===== config.mk =====
export PLATFORM = sky130hd
export DESIGN_NAME = ami_fifo
export DESIGN_NICKNAME = d
export VERILOG_FILES = /design/src/sv/ami_pkg.sv /design/src/sv/ami_fifo.sv
export SDC_FILE = /design/constraint.sdc
export NUM_CORES = 1
export LEC_CHECK = 0
export ABC_AREA = 1
export BUFFER_PORTS_ARGS = -buffer_cell sky130_fd_sc_hd__buf_4
export CELL_PAD_IN_SITES_DETAIL_PLACEMENT = 0
export CELL_PAD_IN_SITES_GLOBAL_PLACEMENT = 1
export CORE_MARGIN = 3
export CORE_UTILIZATION = 35
export CTS_CLUSTER_SIZE = 16
export DETAILED_ROUTE_END_ITERATION = 7
export HOLD_SLACK_MARGIN = 0.12
export PLACE_DENSITY_LB_ADDON = 0.3
export SETUP_SLACK_MARGIN = 0.05
export SYNTH_ARGS = -nofsm -noshare
export SYNTH_HDL_FRONTEND = slang
export SYNTH_SLANG_ARGS = --single-unit

===== constraint.sdc =====
create_clock -name clk_i -period 5.6 [get_ports clk_i]
set_clock_uncertainty 0.1 [all_clocks]
set_input_delay 1.12 -clock clk_i [delete_from_list [all_inputs] [get_ports clk_i]]
set_output_delay 1.12 -clock clk_i [all_outputs]
set_load 0.01 [all_outputs]

===== src/sv/ami_pkg.sv =====
// Package for the affine matrix inverse block: widths, codes and shared types.
// Used by ami_front, ami_fifo, ami_back and affine_matrix_inverse; depends on nothing.
package ami_pkg;

  localparam int WordBits  = 32;
  localparam int FracBits  = 16;
  localparam int ElemCount = 12;
  localparam int CntBits   = 4;
  localparam int ProdBits  = 2 * WordBits + 1;
  localparam int CofBits   = 2 * WordBits + 2;
  localparam int TrBits    = 3 * WordBits + 5;
  localparam int NumBits   = TrBits + 2 * FracBits;
  localparam int QBits     = NumBits;
  localparam int QIdxBits  = $clog2(QBits + 1);
  localparam int FifoDepth = 2;
  localparam int LoBits    = WordBits + 1;
  localparam int MulABits  = WordBits + 2;
  localparam int MulBits   = MulABits + WordBits;

  typedef logic signed [WordBits-1:0] word_t;
  typedef logic [CntBits-1:0] cnt_t;

  typedef struct packed {
    word_t value;
    logic  last;
    logic  singular;
  } result_t;

  typedef enum logic [2:0] {
    BK_IDLE,
    BK_COF,
    BK_TR,
    BK_DIV,
    BK_EMIT
  } back_state_e;

endpackage


===== src/sv/ami_fifo.sv =====
// Small result queue between the back part and the output ports.
// Depends on ami_pkg.
module ami_fifo import ami_pkg::*; (
  input  logic    clk_i,
  input  logic    rst_ni,
  input  logic    wr_i,
  input  result_t wdata_i,
  output logic    full_o,
  output logic    empty_o,
  input  logic    rd_i,
  output result_t rdata_o
);

  localparam int PtrBits = $clog2(FifoDepth);

  result_t mem_q [FifoDepth];
  logic [PtrBits-1:0] wp_q, rp_q;
  logic [PtrBits:0] cnt_q;
  logic do_wr, do_rd;

  assign full_o  = cnt_q == (PtrBits + 1)'(FifoDepth);
  assign empty_o = cnt_q == '0;
  assign do_wr   = wr_i && !full_o;
  assign do_rd   = rd_i && !empty_o;
  assign rdata_o = mem_q[rp_q];

  always_ff @(posedge clk_i or negedge rst_ni) begin
    if (!rst_ni) begin
      wp_q  <= '0;
      rp_q  <= '0;
      cnt_q <= '0;
    end else begin
      if (do_wr) wp_q <= wp_q + PtrBits'(1);
      if (do_rd) rp_q <= rp_q + PtrBits'(1);
      cnt_q <= cnt_q + (PtrBits + 1)'(do_wr) - (PtrBits + 1)'(do_rd);
    end
  end

  always_ff @(posedge clk_i) begin
    if (do_wr) mem_q[wp_q] <= wdata_i;
  end

endmodule


## Yosys cells after proc, flatten, opt, wreduce, memory -nomap -nowiden

Memory sizes are Yosys's and may differ from the RTL's.
Cells that the tools add are included.

- Register bits after elaboration: 4
- RAM bits: 68
- Input bits: 38
- Output and inout bits: 36
- Word-level logic and storage cells: 16
- Memories kept: 1

Memories:

| memory | words | bits a word | read ports | clocked after Yosys merged registers in | wr ports | line | RTL |
|---|---|---|---|---|---|---|---|
| mem_q | 2 | 34 | 1 | 0 | 1 | ami_fifo.sv:16 | `result_t mem_q [FifoDepth];` |

- $add $sub $neg: 4
- Eq/ne operators: 1
- Muxes and demuxes: 2
- Reduce and logical (&&, ||, !) cells: 5

Operators with widths:

| operator | number |
|---|---|
| $add 1x1->1 const B | 2 |
| $add 2x1->2 | 1 |
| $eq 2x2->1 const B | 1 |
| $logic_and 1x1->1 | 2 |
| $logic_not 1->1 | 2 |
| $logic_not 2->1 | 1 |
| $mux 1 | 2 |
| $sub 2x1->2 | 1 |

## Longest topological paths before layout

Gate-level depths: netlist of run 1.

- Depth after elaboration: 5
- Mapped depth: 10
- Mapped depth without buffers: 10

## Worst setup path before layout of run 1

No wires, ideal clock.

- Path type: input-to-reg
- Start: input port wr_i
- End: memory mem_q[1][0] in the netlist's numbering (enable)
- Library setup time: 425 ps
- Data arrival time: 2641 ps
- Data required time: 5075 ps
- Slack: 2434 ps
- Cell stages on the path: 2
- Path buffers: 0
- Cells stage by stage: nand2_1 -> nor2_1

- Cells in the longest elaborated chain, start to end: 3

Ends and longest elaborated chain:

| item | line | RTL |
|---|---|---|
| start: declaration | ami_fifo.sv:6 | `input logic wr_i,` |
| $logic_and 1x1->1 | ami_fifo.sv:23 | `assign do_wr = wr_i && !full_o;` |
| $mux 1 | ami_fifo.sv:40 | `if (do_wr) mem_q[wp_q] <= wdata_i;` |
| $mux 1 (implied by the code) | ami_fifo.sv:40 |  |
| end: declaration | ami_fifo.sv:16 |  |

Every way passes these cells.

==> impl_metrics.yaml, run 1 <==
outcome:
  outcome: "completed"
setup_path:
  crit_chain: "buf_4 > inv_8 > nand2_1 > nand2_1 > buf_4"
  cp_top_family: "buffers and inverters"
  slowest_delay_ns: 0.55
  path_max_fanout: 35
  worst-path-buf-inv: 3
  arrival_ns: 1.75
  end_kind: "primary output"
  critPathSlowestCell: "dfrtp_1"
  cp-start-kind: "register"
  required_ns: 4.38
  crit_type: "reg2out"
routing:
  final_antenna_net_count: 0
  vias: 1673
  drc: 0
  routedWlPerCell_um: 13.1
  routed_wl_mm: 5.18
  viasPerCell: 4.25
  first_pass_iters: 4
  first_iter_violations: 57
final_layout:
  final_layout_size_suffix_gt1_share_pct: 34.2
  n_antenna_cell: 0
  finalInstanceArea_um2: 3670
  fill_cells: 682
  final_nets: 330
  final_cell_mix: "nand2_1, buf_4, edfxtp_1, nand2_2, inv_1"
  syn_to_final_growth_pct: 32.5
  layout_commonest_cell: "nand2_1"
clock_tree:
  cts-hold-fix-buffers: 0
  cts_tree: "done"
  cts_buffers: 9
  htree_num_levels: 3
  clk_pin_slew_ns: 0.07
  clock_sinks: 72
  cts_buffer_depth: 2
  clkLatencyLatePin_ns: 0.33
  cts_root_buf: "clkbuf_8"
  post-cts-setup-buffer-count: 0
  ctsResizeCount: 0
placed_design:
  placed_cell_area_um2: 3390
  routabilityCongestion: 0.726
  numPortBuffers: 73
  place_hpwl_mm: 3.30
  pre_cts_slack_ns: 2.93
sta:
  fin_ws_ns: 2.63
  setup_viol: 0
  slew_headroom_pct: 34.2
  fmaxAchievable_ghz: 0.337
  drv_slew: 0
  rsz0062_at_grt: "no"
  min_period_ns: 2.97
  hold_viol: 0
  worst_pin_slew_ns: 0.984
  setup_tns_ns: 0
  fin_crit_sh_pct: 53.0
global_route:
  grtUsageTotal_pct: 12.4
  grt_max_degree: 36
  grt_antenna_before_repair: 0
  gr-total-overflow: 0
  grt_pass1_vias: 1679
  grt_pass1_wl_mm: 7.99
synth:
  synth_compound_area_share_pct: 0
  synth_fa_ha_area_share_pct: 0.904
  synth-seq-cells: 72
  synthXorXnorAreaFrac_pct: 0
  netlist-cell-type-count: 12
  yosysWarnings: 0
  synth_top_family_by_area: "simple AND/OR/NAND/NOR gates"
  syn-num-nets: 251
  postSynthCellCount: 211
  muxShareOfSynthArea_pct: 0
  synth.avg_cell_area_um2: 13.1
  ys_seq_area_share_pct: 77.4
  netlist_area_um2: 2770
  synth_simple_gate_area_share_pct: 17.2
power_and_ir_drop:
  powerDensity_nw_per_um2: 544
  vdd_drop_max_uv: 254
  p_leak_nw: 1.61
run:
  maxCapViolCount: 0
floorplan:
  die_w_um: 94.9
  dieHeight_um: 94.9
  ioPinCount: 74
  dieArea_um2: 9010
  coreArea_um2: 7450
  row_count: 31
  start_util_pct: 37.2
worst_hold_path:
  hold_path_class: "reg2reg"
[synthesized netlist by cell type (all sizes together)]
library cell | n | area (µm²)
buf | 7 | 76.3
nand3 | 3 | 15.0
dfrtp | 4 | 100
edfxtp | 68 | 2040
nor2 | 1 | 3.75
inv | 11 | 48.8
nand2 | 115 | 457
ha | 2 | 25.0
[kinds of logic (layout without fill, tap and decap cells)]
group	count (synthesis)	after routing
adders and majority gates	2	2
buffers and inverters	18	102
DFF	72	72
and+or+nand+nor	119	119
[state kept, by name, indices dropped and copies added (netlist names)]
name / flops
cnt_q: 2
rp_q: 1
wp_q: 1
mem_q: 68
[power by group]
part	switching, mW	total (mW)	internal [mW]
Clock	0.183	0.566	0.383
Combinational	0.385	0.650	0.266
Sequential	0.0411	0.778	0.737
Total	0.609	1.99	1.39
[path summary, 6_finish.rpt]
| path | end | cells past startpoint | slack, ns | start |
|---|---|---|---|---|
| max | rdata_o[20] | 5 | 2.63 | rp_q |
| min | wp_q | 2 | 0.39 | wp_q |
| max reg2reg | mem_q[1][8] | 3 | 3.70 | cnt_q[1] |
| min reg2reg | wp_q | 2 | 0.39 | wp_q |
| max in group asynchronous | rp_q | 1 | 4.83 | rst_ni |
| min in group asynchronous | cnt_q[0] | 1 | 0.47 | rst_ni |
[worst register-to-register path: stages, from the launching register on]
cell and delay, ns:
dfrtp_1 0.40, nand2_1 0.12, nand2_1 0.13, nor2_4 0.76
[through the flow]
stage	power [mW]	hold WS, ns	util [%]	cells
floorplan	1.18	0.342	-	211
global placement	1.45	0.356	45.5	378
detailed placement	1.46	0.366	45.5	378
CTS	2.03	0.382	49.2	394
global route	2.13	0.433	49.2	394
finish	1.99	0.385	49.2	394
[layer usage]
layer  vias to the layer above  track usage, %  wire (µm)
met2                        47            19.3       2520
met5                         -               0          0
met4                         0            5.41         57
li1                        853               -          -
met1                       769            14.7       2250
met3                         4            5.74        343
[layout make-up]
cell class / instances / area [µm²] / area share, %
Clock buffer: 9 / 124 / 3.38
Clock inverter: 7 / 158 / 4.30
Inverter: 11 / 48.8 / 1.33
Multi-Input combinational cell: 121 / 508 / 13.9
Sequential cell: 72 / 2140 / 58.4
Tap cell: 99 / 124 / 3.38
Timing Repair Buffer: 75 / 563 / 15.4
(Power assumes the default switching activity.)
==> run 2: changes to the inputs <==
--- a/config.mk
+++ b/config.mk
@@ -5,7 +5,7 @@
 export SDC_FILE = /design/constraint.sdc
 export NUM_CORES = 1
 export LEC_CHECK = 0
-export ABC_AREA = 1
+export ABC_AREA = 0
 export BUFFER_PORTS_ARGS = -buffer_cell sky130_fd_sc_hd__buf_4
 export CELL_PAD_IN_SITES_DETAIL_PLACEMENT = 0
 export CELL_PAD_IN_SITES_GLOBAL_PLACEMENT = 1
==> constraint.sdc (replaced) <==
create_clock -name clk_i -period 2.7 [get_ports clk_i]
set_clock_uncertainty 0.1 [all_clocks]
set_input_delay 0.54 -clock clk_i [delete_from_list [all_inputs] [get_ports clk_i]]
set_output_delay 0.54 -clock clk_i [all_outputs]
set_load 0.01 [all_outputs]
==> run 2 against run 1 <==
Net effect:
- non-clock buffer count increased by 2
- global-route usage decreased by 2.3 points
- final area fell by 0.41%
- die area grew 1.3%
- clock-buffer cell count unchanged
- worst setup slack lost 2.1 ns
==> impl_metrics.yaml, run 2 <==
synth:
  synthXorXnorAreaFrac_pct: 1.25
  syn-num-nets: 164
  synthTopCellsByArea: "edfxtp_1, mux2_4, dfrtp_1"
  synth.avg_cell_area_um2: 22.6
  synth_top_cell_area_share_pct: 72.8
  synth_edf_count: 68
  synth_simple_gate_area_share_pct: 1.16
  synthTopCellsByCount: "edfxtp_1, mux2_4, mux2_2"
  synth-seq-cells: 72
  synth_top_family_by_area: "multiplexers"
  ys_seq_area_share_pct: 76.4
  async_flop_share_pct: 5.56
  postSynthCellCount: 124
  synth_fa_ha_area_share_pct: 0.892
  ys.flop_type: "edfxtp_1"
  netlist_area_um2: 2810
  muxShareOfSynthArea_pct: 17.5
  netlist-cell-type-count: 15
  yosysTopAreaCell: "edfxtp_1"
  yosysWarnings: 0
  synth.most_common_cell: "edfxtp_1"
  synth_compound_area_share_pct: 0
final_layout:
  n_antenna_cell: 0
  final_layout_size_suffix_gt1_share_pct: 60.1
  final_nets: 248
  syn_to_final_growth_pct: 30.2
  regArea_um2: 2140
  regMostFlops: "mem_q"
  final_util_pct: 47.0
  fill_cells: 717
  largestRegisters: "mem_q: 68 flops, cnt_q: 2 flops"
  largest_reg_flops: 68
  multi_input_area_um2: 593
  layout_commonest_cell: "buf_4"
  final_cell_mix: "buf_4, edfxtp_1, mux2_4, clkbuf_8, mux2_2"
clock_tree:
  clock_sinks: 72
  clk_pin_slew_ns: 0.07
  cts_buffer_depth: 2
  htree_num_levels: 3
  cts_tree: "done"
  cts_root_buf: "clkbuf_8"
  clkLatencyLatePin_ns: 0.32
  ctsResizeCount: 0
  cts-hold-fix-buffers: 1
  cts_buffers: 9
  post-cts-setup-buffer-count: 0
floorplan:
  dieHeight_um: 95.5
  dieArea_um2: 9130
  start_util_pct: 36.1
  die_w_um: 95.5
  coreArea_um2: 7770
  ioPinCount: 74
  row_count: 32
power_and_ir_drop:
  p_sw_mw: 1.06
  internal-power_mw: 2.66
  vdd_drop_max_uv: 481
  clkPwrFrac_pct: 18.5
  p_comb_share_pct: 38.3
  power_mw: 3.72
  powerDensity_nw_per_um2: 1020
  p_sw_share_pct: 28.6
  p_leak_nw: 1.46
  seq_power_share_pct: 43.2
routing:
  final_antenna_net_count: 0
  routedWlPerCell_um: 13.9
  viasPerCell: 4.30
  drc: 0
  first_pass_iters: 4
  first_iter_violations: 30
  vias: 1355
  routed_wl_mm: 4.39
global_route:
  met1_usage_pct: 13.0
  met3_usage_pct: 3.55
  grt_max_degree: 36
  top_usage_layer: "met2"
  gr-total-overflow: 0
  grt_pass1_wl_mm: 6.64
  grtUsageTotal_pct: 10.1
  grt_pass1_vias: 1336
  grt.met2_usage_pct: 15.0
  grt_antenna_before_repair: 0
setup_path:
  r2r_cells: 4
  r2r_setup_slack_ns: 0.99
  cp_top_family: "buffers and inverters"
  regToRegStartpoint: "cnt_q[1]"
  critPathSlowestCell: "mux2_2"
  crit_type: "reg2out"
  crit_chain: "buf_12 > mux2_2 > buf_4"
  worst-path-buf-inv: 2
  worstSetupStartpoint: "rp_q"
  r2r_end: "mem_q[0][1]"
  arrival_ns: 1.48
  path_max_fanout: 35
  end_kind: "primary output"
  cp-start-kind: "register"
  required_ns: 2.06
  slowest_delay_ns: 0.38
worst_hold_path:
  hold_path_class: "in2reg"
  holdPathStages: 1
  worstHoldEndpoint: "mem_q[1][8]"
  hold_start: "wdata_i[8]"
run:
  maxCapViolCount: 0
sta:
  slew_headroom_pct: 69.0
  rsz0062_at_grt: "no"
  fmaxAchievable_ghz: 0.472
  min_period_ns: 2.12
  hold_viol: 0
  fin_crit_sh_pct: 78.5
  drv_slew: 0
  setup_tns_ns: 0
  setup_viol: 0
  worst_pin_slew_ns: 0.464
placed_design:
  place_hpwl_mm: 3.00
  routabilityCongestion: 0.638
  numPortBuffers: 73
outcome:
  outcome: "completed"
-- run 2: changes by cell type after synthesis, moves of 2 or more --
cell,before,now
nand2_2,10,0
buf_12,1,3
buf_6,3,1
xnor2_1,0,3
mux2_2,0,5
mux2_4,0,29
nand2_1,105,1
buf_4,3,0
nand3_1,3,0
inv_1,10,2
-- run 2: worst reg2reg max path, stage by stage, from the launching register on --
cell and delay [ns]:
dfrtp_1 0.41, nand2b_1 0.13, nand2_1 0.14, nor2_4 0.40
buf_12 0.24
-- run 2: worst max path at each step --
stage / depth (start not counted) / to / slack, ns
global route: 3 / rdata_o[28] / 0.51
finish: 3 / rdata_o[28] / 0.58
global placement: 3 / rdata_o[28] / 0.91
detailed placement: 4 / mem_q[0][22] / 0.88
floorplan: 2 / mem_q[0][0] / 0.10
CTS: 3 / rdata_o[28] / 0.54
-- run 2: per-layer routing --
layer | wire length, µm | vias to the layer above | part of all wire [%]
li1 | - | 646 | -
met5 | 0 | - | 0
met1 | 1900 | 641 | 43
met3 | 366 | 10 | 8.3
met2 | 2040 | 58 | 46
met4 | 83 | 0 | 1.9
-- run 2: per-stage QoR --
step | hold WS [ns] | cells | instance area, µm² | worst slack [ns]
2_1_floorplan | 0.144 | 124 | 2810 | 0.103
3_3_place_gp | 0.243 | 298 | 3480 | 0.906
3_5_place_dp | 0.242 | 298 | 3480 | 0.881
4_1_cts | 0.277 | 315 | 3650 | 0.542
5_1_grt | 0.272 | 315 | 3650 | 0.514
6_report | 0.297 | 315 | 3650 | 0.580
-- run 2: area by class of cell --
class                      count  share of cell area, %
timing repair buffer          77                   16.9
tap                          102                   3.49
multi-input combinational     46                   16.2
inverter                       2                  0.206
sequential                    72                   58.7
clock inverter                 7                   1.06
clock buffer                   9                   3.39
-- run 2: power groups by stage --
stage	clock (mW)	sequential, mW	combinational (mW)
6_report	0.688	1.61	1.43
5_1_grt	0.761	1.64	1.54
4_1_cts	0.715	1.61	1.47
3_5_place_dp	0	1.63	1.46
3_3_place_gp	0	1.63	1.45
2_1_floorplan	0	1.62	0.955
-- run 2: cell families after synthesis --
family,after synthesis
xor gates and xnor gates,4
adders and majority gates,2
buffers and inverters,6
DFF,72
muxes,34
and+or+nand+nor,6
