==> src/sv/ami_pkg.sv <==
// Package for the affine matrix inverse block: widths, codes and shared types.
// Used by ami_front, ami_fifo, ami_back and affine_matrix_inverse; depends on nothing.
package ami_pkg;

  localparam int WordBits  = 32;
  localparam int FracBits  = 16;
  localparam int ElemCount = 12;
  localparam int CntBits   = 4;
  localparam int ProdBits  = 2 * WordBits + 1;
  localparam int CofBits   = 2 * WordBits + 2;
  localparam int TrBits    = 3 * WordBits + 5;
  localparam int NumBits   = TrBits + 2 * FracBits;
  localparam int QBits     = NumBits;
  localparam int QIdxBits  = $clog2(QBits + 1);
  localparam int FifoDepth = 2;
  localparam int LoBits    = WordBits + 1;
  localparam int MulABits  = WordBits + 2;
  localparam int MulBits   = MulABits + WordBits;

  typedef logic signed [WordBits-1:0] word_t;
  typedef logic [CntBits-1:0] cnt_t;

  typedef struct packed {
    word_t value;
    logic  last;
    logic  singular;
  } result_t;

  typedef enum logic [2:0] {
    BK_IDLE,
    BK_COF,
    BK_TR,
    BK_DIV,
    BK_EMIT
  } back_state_e;

endpackage

==> src/sv/ami_front.sv <==
// Front part: collects twelve elements per matrix and hands a full matrix to the back.
// Depends on ami_pkg.
module ami_front import ami_pkg::*; (
  input  logic  clk_i,
  input  logic  rst_ni,
  input  logic  push,
  output logic  full,
  input  word_t elem_value_i,
  output logic  mat_valid_o,
  input  logic  mat_ready_i,
  output word_t mat_o [ElemCount]
);

  cnt_t  count_q, count_d;
  logic  held_q, held_d;
  word_t store_q [ElemCount];

  assign full        = held_q;
  assign mat_valid_o = held_q;
  assign mat_o       = store_q;

  always_comb begin
    count_d = count_q;
    held_d  = held_q;
    if (held_q && mat_ready_i) begin
      held_d = 1'b0;
    end
    if (push && !held_q) begin
      if (count_q == cnt_t'(ElemCount - 1)) begin
        count_d = '0;
        held_d  = 1'b1;
      end else begin
        count_d = count_q + cnt_t'(1);
      end
    end
  end

  always_ff @(posedge clk_i or negedge rst_ni) begin
    if (!rst_ni) begin
      count_q <= '0;
      held_q  <= 1'b0;
    end else begin
      count_q <= count_d;
      held_q  <= held_d;
    end
  end

  always_ff @(posedge clk_i) begin
    if (push && !held_q) begin
      store_q[count_q] <= elem_value_i;
    end
  end

  assert property (@(posedge clk_i) disable iff (!rst_ni) count_q < cnt_t'(ElemCount))
    else $error("element count out of range");
  assert property (@(posedge clk_i) disable iff (!rst_ni) held_q |-> count_q == '0)
    else $error("count not cleared while matrix held");
  assert property (@(posedge clk_i) disable iff (!rst_ni)
    (push && !held_q && count_q == cnt_t'(ElemCount - 1)) |=> held_q)
    else $error("full matrix not handed on");

endmodule

==> config.mk <==
export PLATFORM = sky130hd
export DESIGN_NAME = ami_front
export DESIGN_NICKNAME = d
export VERILOG_FILES = /design/src/sv/ami_pkg.sv /design/src/sv/ami_front.sv
export SDC_FILE = /design/constraint.sdc
export NUM_CORES = 1
export LEC_CHECK = 0
export BUFFER_PORTS_ARGS = -buffer_cell sky130_fd_sc_hd__buf_4
export CAP_MARGIN = 20
export CORE_AREA = 2 2 196 150
export CTS_CLUSTER_SIZE = 30
export DETAILED_ROUTE_END_ITERATION = 7
export DIE_AREA = 0 0 198 152
export PLACE_DENSITY = 0.7
export SYNTH_ARGS = -nofsm -noshare
export SYNTH_HDL_FRONTEND = slang
export SYNTH_SLANG_ARGS = --single-unit
==> constraint.sdc <==
create_clock -name clk_i -period 4.7 [get_ports clk_i]
set_input_delay 0.235 -clock clk_i [delete_from_list [all_inputs] [get_ports clk_i]]
set_output_delay 0.235 -clock clk_i [all_outputs]
set_load 0.05 [all_outputs]
Yosys cells after proc, flatten, opt, wreduce, memory -nomap -nowiden

Cells that the tools add are included.

Register bits: 389
Input bits: 36
Output and inout bits: 386
Logic and storage cells: 30

Add/sub/neg operators: 1
$lt $le $gt $ge: 2
Equality and inequality tests: 1
Mux-type cells: 7
Bitwise logic cells: 1
Reductions and logical operators: 4

Operators by type and width:

| kind                | number |
|---|---|
| $bwmux 384          | 1 |
| $demux 32 s4        | 1 |
| $mux 32             | 1 |
| $ge 5x5->1 const B  | 1 |
| $lt 5x1->1 const B  | 1 |
| $not 4->5           | 1 |
| $add 4x1->4 const B | 1 |
| $eq 4x4->1 const B  | 1 |
| $mux 4              | 1 |
| $logic_and 1x1->1   | 3 |
| $mux 1              | 3 |
| $logic_not 1->1     | 1 |

Logic depth before layout (Yosys ltp)

Gate-level depths: netlist (run 1).

Word-level depth: 6
Gate-level depth with buffers: 4
Gate-level depth less buffers: 4

Worst setup path after synthesis (run 1)

Ideal clock, no wire load.

Path kind: register to register
Start point: register held_q, in the netlist full
End point: register store_q, in the netlist mat_o[256] (enable)
Setup time: 0.463 ns
Arrival: 3.107 ns
Slack: 1.130 ns
Cell stages (with the launch flop): 3
Path buffers: 0
Cells stage by stage: dfrtp_1 > nand3b_1 > nor3_1

Cells in the longest elaborated chain, start to end: 2

Ends and longest elaborated chain:

| element                        | RTL line        | text |
|---|---|---|
| start: declaration             | ami_front.sv:15 | `logic held_q, held_d;` |
| start signal: assignment       | ami_front.sv:44 | `held_q <= held_d;` |
| $logic_not 1->1                | ami_front.sv:49 | `if (push && !held_q) begin` |
| $logic_and 1x1->1              | ami_front.sv:49 |  |
| end signal: indexed assignment | ami_front.sv:50 | `store_q[count_q] <= elem_value_i;` |
| end: declaration               | ami_front.sv:16 | `word_t store_q [ElemCount];` |

No other way between the ends.
A chain may end at the register's enable or synchronous reset.

Worst setup path in the final report (run 1)

Start point: register held_q, in the netlist full
End point: register store_q, in the netlist mat_o[316] (enable)

Same word-level chain as after synthesis.

==> flow_summary_export.csv, run 1 <==
group,metric,value,unit
global_route,grt_max_degree,34,
critical_path,critPathMaxStageDelay,0.92,ns
critical_path,crit_chain,"nand2b_1, nor3_1, and2_2",
clock_network,clkTransAtPathRegs,0.06,ns
route,vias,6185,
clock_network,cts_buffers,37,
timing,slew_headroom,27.1,%
global_route,grt.total_usage,18.9,%
clock_network,ctsRootBufferMaster,"clkbuf_16",
layout,area_delta_synth_final,43.8,%
critical_path,worst_ep_arrival_time,2.44,ns
critical_path,r2r-end,"mat_o[316]$_DFFE_PP_",
timing,fin_crit_sh,49.4,%
place,gp_congestion,0.755,
run_status,outcome,"complete, no violations",
yosys,syn_inst,425,
clock_network,cts_tree,"built",
power_and_ir_drop,total_power,0.00913,W
critical_path,cp-end-kind,"flop",
clock_network,post-cts-setup-buffers,0,
place,port_buffers,421,
floorplanning,die_area,30100,sq um
critical_path,r2r_setup_slack,2.38,ns
layout,fill_cells,2013,
route,avgViaCountPerCell,4.64,
global_route,grt_overflow,0,
clock_network,insertion_delay,0.51,ns
power_and_ir_drop,power.leakage,6.45,nW
place,dp_hpwl,18.0,mm
yosys,ys_ff_latch,389,
clock_network,cts_htree_levels,2,
floorplanning,ioPinCount,422,
route,drt-pass1-iter-count,4,
timing,hold_violations,0,
global_route,antenna_found_initial,0,
yosys,synthDistinctLibCells,21,
route,wl,29.1,mm
global_route,grt_pass1_wl,41.2,mm
timing,rsz0062_at_grt,"no",
timing,setup_viol,0,
global_route,grt_pass1_vias,6185,
clock_network,cts_resized,0,
layout,design.final.nets,956,
run,drv_cap,0,
floorplanning,die_w,198,um
critical_path,critPathLaunchType,"flop",
yosys,synth_seq_area_share,97.8,%
timing,max_freq,0.430,GHz
min_path,hp-class,"in -> reg",
place,dp_cells,1239,
critical_path,ff2ff_path_depth,3,
critical_path,r2r_start,"full$_DFF_PN0_",
min_path,holdPathStages,1,
layout,stdcell_count,1334,
yosys,netlist_area,11900,sq um
layout,design_area,17100,sq um
floorplanning,coreArea,28400,sq um
floorplanning,initial_core_util,41.9,%
layout,diodes,0,
critical_path,worst_path_max_delay_cell,"and2_2",
route,drtIter0Drc,427,
yosys,yosys_warnings,0,
route,antenna_left,0,
layout,drive_above_1_share,52.0,%
timing,final_max_slew_viol_count,0,
clock_network,cts.sinks,389,
floorplanning,row_count,54,
yosys,synth_nets,465,
route,route.detailed.drc,0,
place,place_area,15600,sq um
critical_path,worstPathMaxFanout,32,
critical_path,required,4.81,ns
floorplanning,die_h,152,um
power_and_ir_drop,p_per_area,532,nW/um^2
route,wl_per_cell,21.8,um
timing,tightest_slew,1.09,ns
min_path,worstHoldEndpoint,"mat_o[215]$_DFFE_PP_",
timing,period_minus_slack,2.32,ns
yosys,avgSynthCellArea,28.1,sq um
clock_network,cts_buffer_depth,3,
critical_path,crit_type,"reg -> reg",
timing,fin_worst_skew,0.0174,ns
timing,setup_tns,0,ns
power_and_ir_drop,irDropWorstVdd,0.380,mV
clock_network,cts_hold_buf,29,
min_path,worstHoldStart,"elem_value_i[23]",
cells in the final DEF, fill, tap and decap left out, drive strengths merged, types with 2 or more instances in the layout:
master	count
nand3	2
clkbuf	45
a21o	3
dfrtp	5
buf	424
nor3	2
inv	5
and2	11
ha	4
dlygate4sd3	29
clkinv	13
and4bb	2
bufinv	5
edfxtp	384
worst max-delay path: cells and delay by family, from the launching register on:
kind / cells / cell delay [ns]
flip-flops: 1 / 0.45
AND/OR/NAND/NOR: 3 / 1.45
state kept, by name, indices dropped and copies added (netlist names):
name     cells
full         1
count_q      4
mat_o      384
routing by layer:
metal	vias up	track usage (%)	part of all wire, %
met3	65	6.28	8.3
met4	0	6.34	2.7
met1	3099	24.1	40
met2	312	30.7	49
li1	2709	-	-
met5	-	0	0
power breakdown:
group | internal (W) | switching [W] | total [W]
clock | 0.00181 | 0.00119 | 0.00300
sequential | 0.00422 | 0.000109 | 0.00432
combinational | 0.000413 | 0.00139 | 0.00180
kinds of logic (layout without fill, tap and decap cells):
group                      after synthesis  after routing  synth area share, %
DFF                                    389            389                 97.8
AOI/OAI and AO/OA                        6              6                0.378
and+or+nand+nor                         20             20                 1.15
buffers and inverters                    5            522                0.189
muxes                                    1              1               0.0944
adders and majority gates                4              4                0.420
synthesized netlist by cell type:
cell type / instances / area (sq um)
a21o_1: 2 / 15.0
a21o_2: 1 / 8.76
a311oi_1: 1 / 8.76
and2_1: 7 / 43.8
and2_2: 3 / 22.5
and2_4: 1 / 8.76
and4bb_1: 1 / 12.5
and4bb_2: 1 / 12.5
buf_4: 1 / 7.51
dfrtp_1: 5 / 125
edfxtp_1: 384 / 11500
ha_1: 4 / 50.1
inv_1: 4 / 15.0
mux2_2: 1 / 11.3
nand2b_1: 1 / 6.26
nand3_1: 2 / 10.0
nand3b_1: 1 / 7.51
nor2_1: 1 / 3.75
nor3_1: 2 / 10.0
o211ai_1: 1 / 7.51
o21ai_0: 1 / 5.00
layout make-up:
| class | count | area (sq um) | share of cell area, % |
|---|---|---|---|
| inverters | 4 | 15.0 | 0.0876 |
| clock inverters | 20 | 219 | 1.28 |
| multi-input cells | 31 | 258 | 1.50 |
| clock buffers | 45 | 1020 | 5.94 |
| well taps | 392 | 490 | 2.86 |
| flip-flops and latches | 389 | 11700 | 68.0 |
| repair buffers | 453 | 3490 | 20.3 |
how the worst max path moves through the flow:
stage                   start                    to
6_report       full$_DFF_PN0_  mat_o[316]$_DFFE_PP_
5_1_grt        full$_DFF_PN0_  mat_o[316]$_DFFE_PP_
3_5_place_dp   full$_DFF_PN0_  mat_o[316]$_DFFE_PP_
2_1_floorplan  full$_DFF_PN0_  mat_o[256]$_DFFE_PP_
3_3_place_gp   full$_DFF_PN0_  mat_o[289]$_DFFE_PP_
4_1_cts        full$_DFF_PN0_  mat_o[316]$_DFFE_PP_
metrics by stage:
stage | hold WS (ns) | utilization, % | setup WS (ns)
after floorplan | -0.0606 | - | 1.13
after global placement | 0.0402 | 54.8 | 2.61
after detailed placement | 0.0401 | 54.8 | 2.36
after CTS | 0.000845 | 60.2 | 2.35
after global routing | 0.0134 | 60.3 | 2.23
final | 0.0281 | 60.3 | 2.38
No activity file was read; power rests on OpenSTA's default activity.
==> inputs of run 2 (changes only) <==
==> constraint.sdc (replaced) <==
create_clock -name clk_i -period 2.3 [get_ports clk_i]
set_input_delay 0.115 -clock clk_i [delete_from_list [all_inputs] [get_ports clk_i]]
set_output_delay 0.115 -clock clk_i [all_outputs]
set_load 0.05 [all_outputs]
==> run 2 against run 1 <==
Register-to-register slack got worse by 2.0 ns. First-iteration DRC count rose by 9.6%. Hold slack improved by 0.024 ns. Critical path depth rose by 1. Combinational power rose by 110%. Setup slack got worse by 2.0 ns. Utilization rose by 0.21 points.
==> flow_summary_export.csv, run 2 (synthesized netlist as in run 1, its figures left out) <==
group,metric,value,unit
run_status,outcome,"complete, no violations",
global_route,grt.total_usage,20.3,%
global_route,busiest_layer,"met2",
min_path,hp-class,"in -> reg",
critical_path,worst_path_max_delay_cell,"dfrtp_1",
critical_path,worstPathMaxFanout,18,
timing,fin_worst_skew,0.0137,ns
timing,fin_crit_sh,82.6,%
layout,drive_above_1_share,52.7,%
timing,max_freq,0.526,GHz
critical_path,crit_type,"reg -> reg",
power_and_ir_drop,power.switching,0.00552,W
power_and_ir_drop,seq_power_share,48.9,%
critical_path,critPathMaxStageDelay,0.44,ns
critical_path,crit_family,"simple AND/OR/NAND/NOR gates",
run,drv_cap,0,
layout,diodes,0,
power_and_ir_drop,p_clk_share,30.1,%
global_route,gr-usage-met1,25.7,%
layout,layout_commonest_cell,"buf_4",
route,route.detailed.drc,0,
route,antenna_left,0,
global_route,grt_overflow,0,
place,port_buffers,421,
global_route,met3_usage,6.86,%
route,wl_per_cell,23.5,um
clock_network,insertion_delay,0.50,ns
timing,period_minus_slack,1.90,ns
timing,setup_tns,0,ns
floorplanning,die_h,152,um
route,wl,31.7,mm
critical_path,crit_chain,"nand2b_1, nor3_1, and2_2, buf_12",
global_route,grt_util_met2,33.7,%
route,drtIter0Drc,468,
clock_network,cts_htree_levels,2,
place,dp_hpwl,20.7,mm
route,vias,6402,
layout,area_delta_synth_final,44.3,%
critical_path,cp_num_buf_inv,1,
power_and_ir_drop,p_sw_share,30.5,%
floorplanning,coreArea,28400,sq um
power_and_ir_drop,p_per_area,1050,nW/um^2
timing,setup_viol,0,
floorplanning,row_count,54,
clock_network,cts_resized,0,
floorplanning,initial_core_util,41.9,%
power_and_ir_drop,power.leakage,6.49,nW
place,gp_congestion,0.767,
timing,rsz0062_at_grt,"no",
clock_network,clkTransAtPathRegs,0.06,ns
timing,final_max_slew_viol_count,0,
clock_network,cts.sinks,389,
route,avgViaCountPerCell,4.75,
power_and_ir_drop,p_int,0.0126,W
global_route,grt_pass1_wl,44.0,mm
power_and_ir_drop,total_power,0.0181,W
timing,hold_violations,0,
critical_path,critPathLaunchType,"flop",
floorplanning,ioPinCount,422,
clock_network,ctsRootBufferMaster,"clkbuf_16",
critical_path,worst_ep_arrival_time,2.09,ns
clock_network,cts_buffers,37,
critical_path,required,2.49,ns
layout,design.final.nets,976,
global_route,antenna_found_initial,0,
critical_path,cp-end-kind,"flop",
layout,largest_register_ffs,384,
route,drt-pass1-iter-count,4,
power_and_ir_drop,combPwrFrac,21.0,%
global_route,grt_pass1_vias,6363,
floorplanning,die_w,198,um
layout,fill_cells,2015,
floorplanning,die_area,30100,sq um
clock_network,cts_buffer_depth,3,
layout,stdcell_count,1349,
global_route,grt_max_degree,34,
timing,tightest_slew,0.630,ns
layout,layout.cells.most_common_list,"buf_4 (432), edfxtp_1 (384), clkbuf_16 (37)",
clock_network,cts_tree,"built",
place,dp_cells,1254,
timing,slew_headroom,58.0,%
power_and_ir_drop,irDropWorstVdd,0.807,mV
[run 2: final timing paths]
kind / startpoint / endpoint / slack, ns / depth (start not counted)
max in group asynchronous: rst_ni / full$_DFF_PN0_ / 1.56 / 3
min reg2reg: count_q[0]$_DFFE_PN0P_ / count_q[0]$_DFFE_PN0P_ / 0.60 / 1
max reg2reg: full$_DFF_PN0_ / mat_o[342]$_DFFE_PP_ / 0.40 / 4
min: push / count_q[2]$_DFFE_PN0P_ / 0.05 / 3
min in group asynchronous: rst_ni / count_q[0]$_DFFE_PN0P_ / 0.56 / 3
max: full$_DFF_PN0_ / mat_o[342]$_DFFE_PP_ / 0.40 / 4
[run 2: worst reg2reg max path: cells and delay by family (launching register included)]
kind / cells / cell delay [ns]
buf+inv: 1 / 0.22
flops: 1 / 0.44
simple gates: 3 / 0.92
[run 2: routing by layer]
layer | vias to the layer above | part of all wire, % | wire, um
li1 | 2735 | - | -
met1 | 3275 | 39 | 12300
met2 | 342 | 49 | 15500
met3 | 50 | 10 | 3200
met4 | 0 | 2.1 | 678
met5 | - | 0 | 0
[run 2: per-stage QoR]
step           worst slack (ns)  hold WS (ns)  instance area [sq um]  util, %
4_1_cts                   0.389        0.0318                  17200     60.5
2_1_floorplan            0.0191        -0.181                  11900        -
5_1_grt                   0.295        0.0545                  17200     60.5
3_3_place_gp              0.490       -0.0793                  15800     55.5
3_5_place_dp              0.406       -0.0782                  15800     55.5
6_report                  0.399        0.0525                  17200     60.5
[run 2: cell type report]
cell class | count | area [sq um] | share of cell area, %
Sequential cell | 389 | 11700 | 67.8
Timing Repair Buffer | 473 | 3710 | 21.6
Clock buffer | 39 | 933 | 5.43
Tap cell | 392 | 490 | 2.85
Multi-Input combinational cell | 31 | 264 | 1.53
Clock inverter | 21 | 130 | 0.756
Inverter | 4 | 15.0 | 0.0873
[run 2: power by group through the flow]
stage	clock [W]	sequential, W	combinational, W
after floorplan	0	0.0109	0.000441
final	0.00544	0.00885	0.00381
after global placement	0	0.00899	0.00374
after detailed placement	0	0.00899	0.00379
after CTS	0.00555	0.00885	0.00384
after global routing	0.00580	0.00890	0.00394
[run 2: repair_timing]
| item | in CTS | in global routing |
|---|---|---|
| hold buffers | 35 | 0 |
| buffers inserted | 0 | 0 |
| hold endpoints to repair | 390 | 0 |
==> inputs of run 3 (changes only) <==
==> constraint.sdc (replaced) <==
create_clock -name clk_i -period 1.95 [get_ports clk_i]
set_input_delay 0.0975 -clock clk_i [delete_from_list [all_inputs] [get_ports clk_i]]
set_output_delay 0.0975 -clock clk_i [all_outputs]
set_load 0.05 [all_outputs]
==> run 3 against run 2 <==
Sequential share of layout area shrank 0.40 points. Hold slack lost 0.0094 ns. Highest routed layer unchanged. Clock power up 19%. Critical path depth did not move. Global-route usage grew 0.16 points. Sequential power is 18% higher. Register-to-register slack worse by 0.18 ns. Power rose by 19%.
==> flow_summary_export.csv, run 3 (synthesized netlist as in run 1, its figures left out) <==
group,metric,value,unit
route,antenna_left,0,
layout,finish.utilization,60.8,%
layout,fill_cells,2007,
timing,whs,0.0430,ns
power_and_ir_drop,p_sw_share,30.2,%
global_route,grt_pass1_vias,6323,
place,place_ws,0.139,ns
floorplanning,coreArea,28400,sq um
layout,stdcell_count,1350,
layout,diodes,0,
floorplanning,ioPinCount,422,
critical_path,cp-end-kind,"flop",
clock_network,insertion_delay,0.50,ns
clock_network,cts_buffer_depth,3,
floorplanning,die_w,198,um
critical_path,crit_type,"reg -> reg",
timing,fin_worst_skew,0.0111,ns
timing,max_freq,0.576,GHz
place,port_buffers,421,
timing,fin_crit_sh,89.0,%
power_and_ir_drop,power.leakage,6.53,nW
global_route,grt_max_degree,34,
global_route,antenna_found_initial,0,
route,wl_per_cell,23.4,um
global_route,grt_overflow,0,
critical_path,ff2ff_path_depth,4,
run_status,outcome,"complete, no violations",
power_and_ir_drop,power.switching,0.00648,W
clock_network,cts_htree_levels,2,
route,route.detailed.drc,0,
min_path,hp-class,"in -> reg",
route,drt-pass1-iter-count,4,
critical_path,worstPathMaxFanout,33,
place,dp_hpwl,21.1,mm
route,vias,6354,
critical_path,endpoint,"mat_o[256]$_DFFE_PP_",
layout,area_delta_synth_final,45.2,%
critical_path,r2r_start,"count_q[0]$_DFFE_PN0P_",
critical_path,crit_path_start,"count_q[0]$_DFFE_PN0P_",
critical_path,r2r_setup_slack,0.22,ns
critical_path,r2r-end,"mat_o[256]$_DFFE_PP_",
clock_network,cts.sinks,389,
route,wl,31.6,mm
timing,final_max_slew_viol_count,0,
critical_path,critPathLaunchType,"flop",
floorplanning,row_count,54,
global_route,grt_pass1_wl,44.1,mm
timing,tightest_slew,0.363,ns
timing,setup_tns,0,ns
timing,finalWorstSetupSlack,0.215,ns
critical_path,required,2.12,ns
layout,drive_above_1_share,52.7,%
layout,largest_register_ffs,384,
floorplanning,die_h,152,um
run,drv_cap,0,
layout,layout.cells.most_common_list,"buf_4 (432), edfxtp_1 (384), clkbuf_16 (37)",
place,dp_cells,1259,
clock_network,cts_tree,"built",
clock_network,cts_buffers,36,
layout,layout_commonest_cell,"buf_4",
route,drtIter0Drc,397,
critical_path,worst_ep_arrival_time,1.91,ns
place,gp_congestion,0.788,
layout,design.final.nets,980,
power_and_ir_drop,seq_power_share,48.6,%
clock_network,clkTransAtPathRegs,0.06,ns
floorplanning,initial_core_util,41.9,%
timing,hold_violations,0,
clock_network,ctsRootBufferMaster,"clkbuf_16",
clock_network,post-cts-setup-buffers,0,
power_and_ir_drop,combPwrFrac,21.3,%
global_route,grt.total_usage,20.5,%
timing,slew_headroom,75.8,%
timing,period_minus_slack,1.73,ns
power_and_ir_drop,p_per_area,1240,nW/um^2
power_and_ir_drop,p_clk_share,30.1,%
timing,rsz0062_at_grt,"no",
timing,setup_viol,0,
route,avgViaCountPerCell,4.71,
power_and_ir_drop,p_int,0.0150,W
floorplanning,die_area,30100,sq um
power_and_ir_drop,irDropWorstVdd,0.856,mV
==> run 3: power groups by stage <==
stage	clock, W	sequential, W	combinational, W
after floorplan	0	0.0128	0.000527
after global placement	0	0.0106	0.00449
after detailed placement	0	0.0106	0.00455
after CTS	0.00659	0.0104	0.00461
after global routing	0.00688	0.0105	0.00474
final	0.00648	0.0104	0.00457
==> run 3: stage by stage <==
stage | instance area [sq um] | total power, W
floorplan | 11900 | 0.0133
global placement | 15900 | 0.0151
detailed placement | 15900 | 0.0152
CTS | 17300 | 0.0217
global route | 17300 | 0.0221
finish | 17300 | 0.0215
==> run 3: how the worst min path moves through the flow <==
stage	from	to	slack (ns)	cells after the start
floorplan	rst_ni	count_q[0]$_DFFE_PN0P_	-0.20	0
global placement	rst_ni	count_q[2]$_DFFE_PN0P_	-0.1	1
detailed placement	rst_ni	count_q[2]$_DFFE_PN0P_	-0.1	1
CTS	push	count_q[2]$_DFFE_PN0P_	0.03	3
global route	push	count_q[2]$_DFFE_PN0P_	0.05	3
finish	push	count_q[2]$_DFFE_PN0P_	0.04	3
==> run 3: layout make-up <==
| cell class | instances | area [sq um] | area share, % |
|---|---|---|---|
| Sequential cell | 389 | 11700 | 67.4 |
| Timing Repair Buffer | 478 | 3810 | 22.0 |
| Clock buffer | 42 | 945 | 5.46 |
| Tap cell | 392 | 490 | 2.83 |
| Multi-Input combinational cell | 31 | 269 | 1.55 |
| Clock inverter | 14 | 116 | 0.672 |
| Inverter | 4 | 15.0 | 0.0868 |
==> run 3: worst max-delay path: stages (launching register included) <==
cell      delay, ns
dfrtp_1        0.43
ha_1           0.28
nand3b_1       0.17
nor3_4         0.23
buf_12         0.28
==> run 3: repair_timing <==
action | CTS | global route
hold buffers | 35 | 0
setup endpoints to repair | 0 | 11
endpoints found under the hold margin | 390 | 0
resized for setup | 0 | 1
==> run 3: metal layers <==
layer	vias to the layer above	GRT usage [%]	routed length [um]
li1	2745	-	-
met1	3207	26.8	12700
met2	352	33.1	15100
met3	50	6.73	3030
met4	0	5.87	764
met5	-	0	0
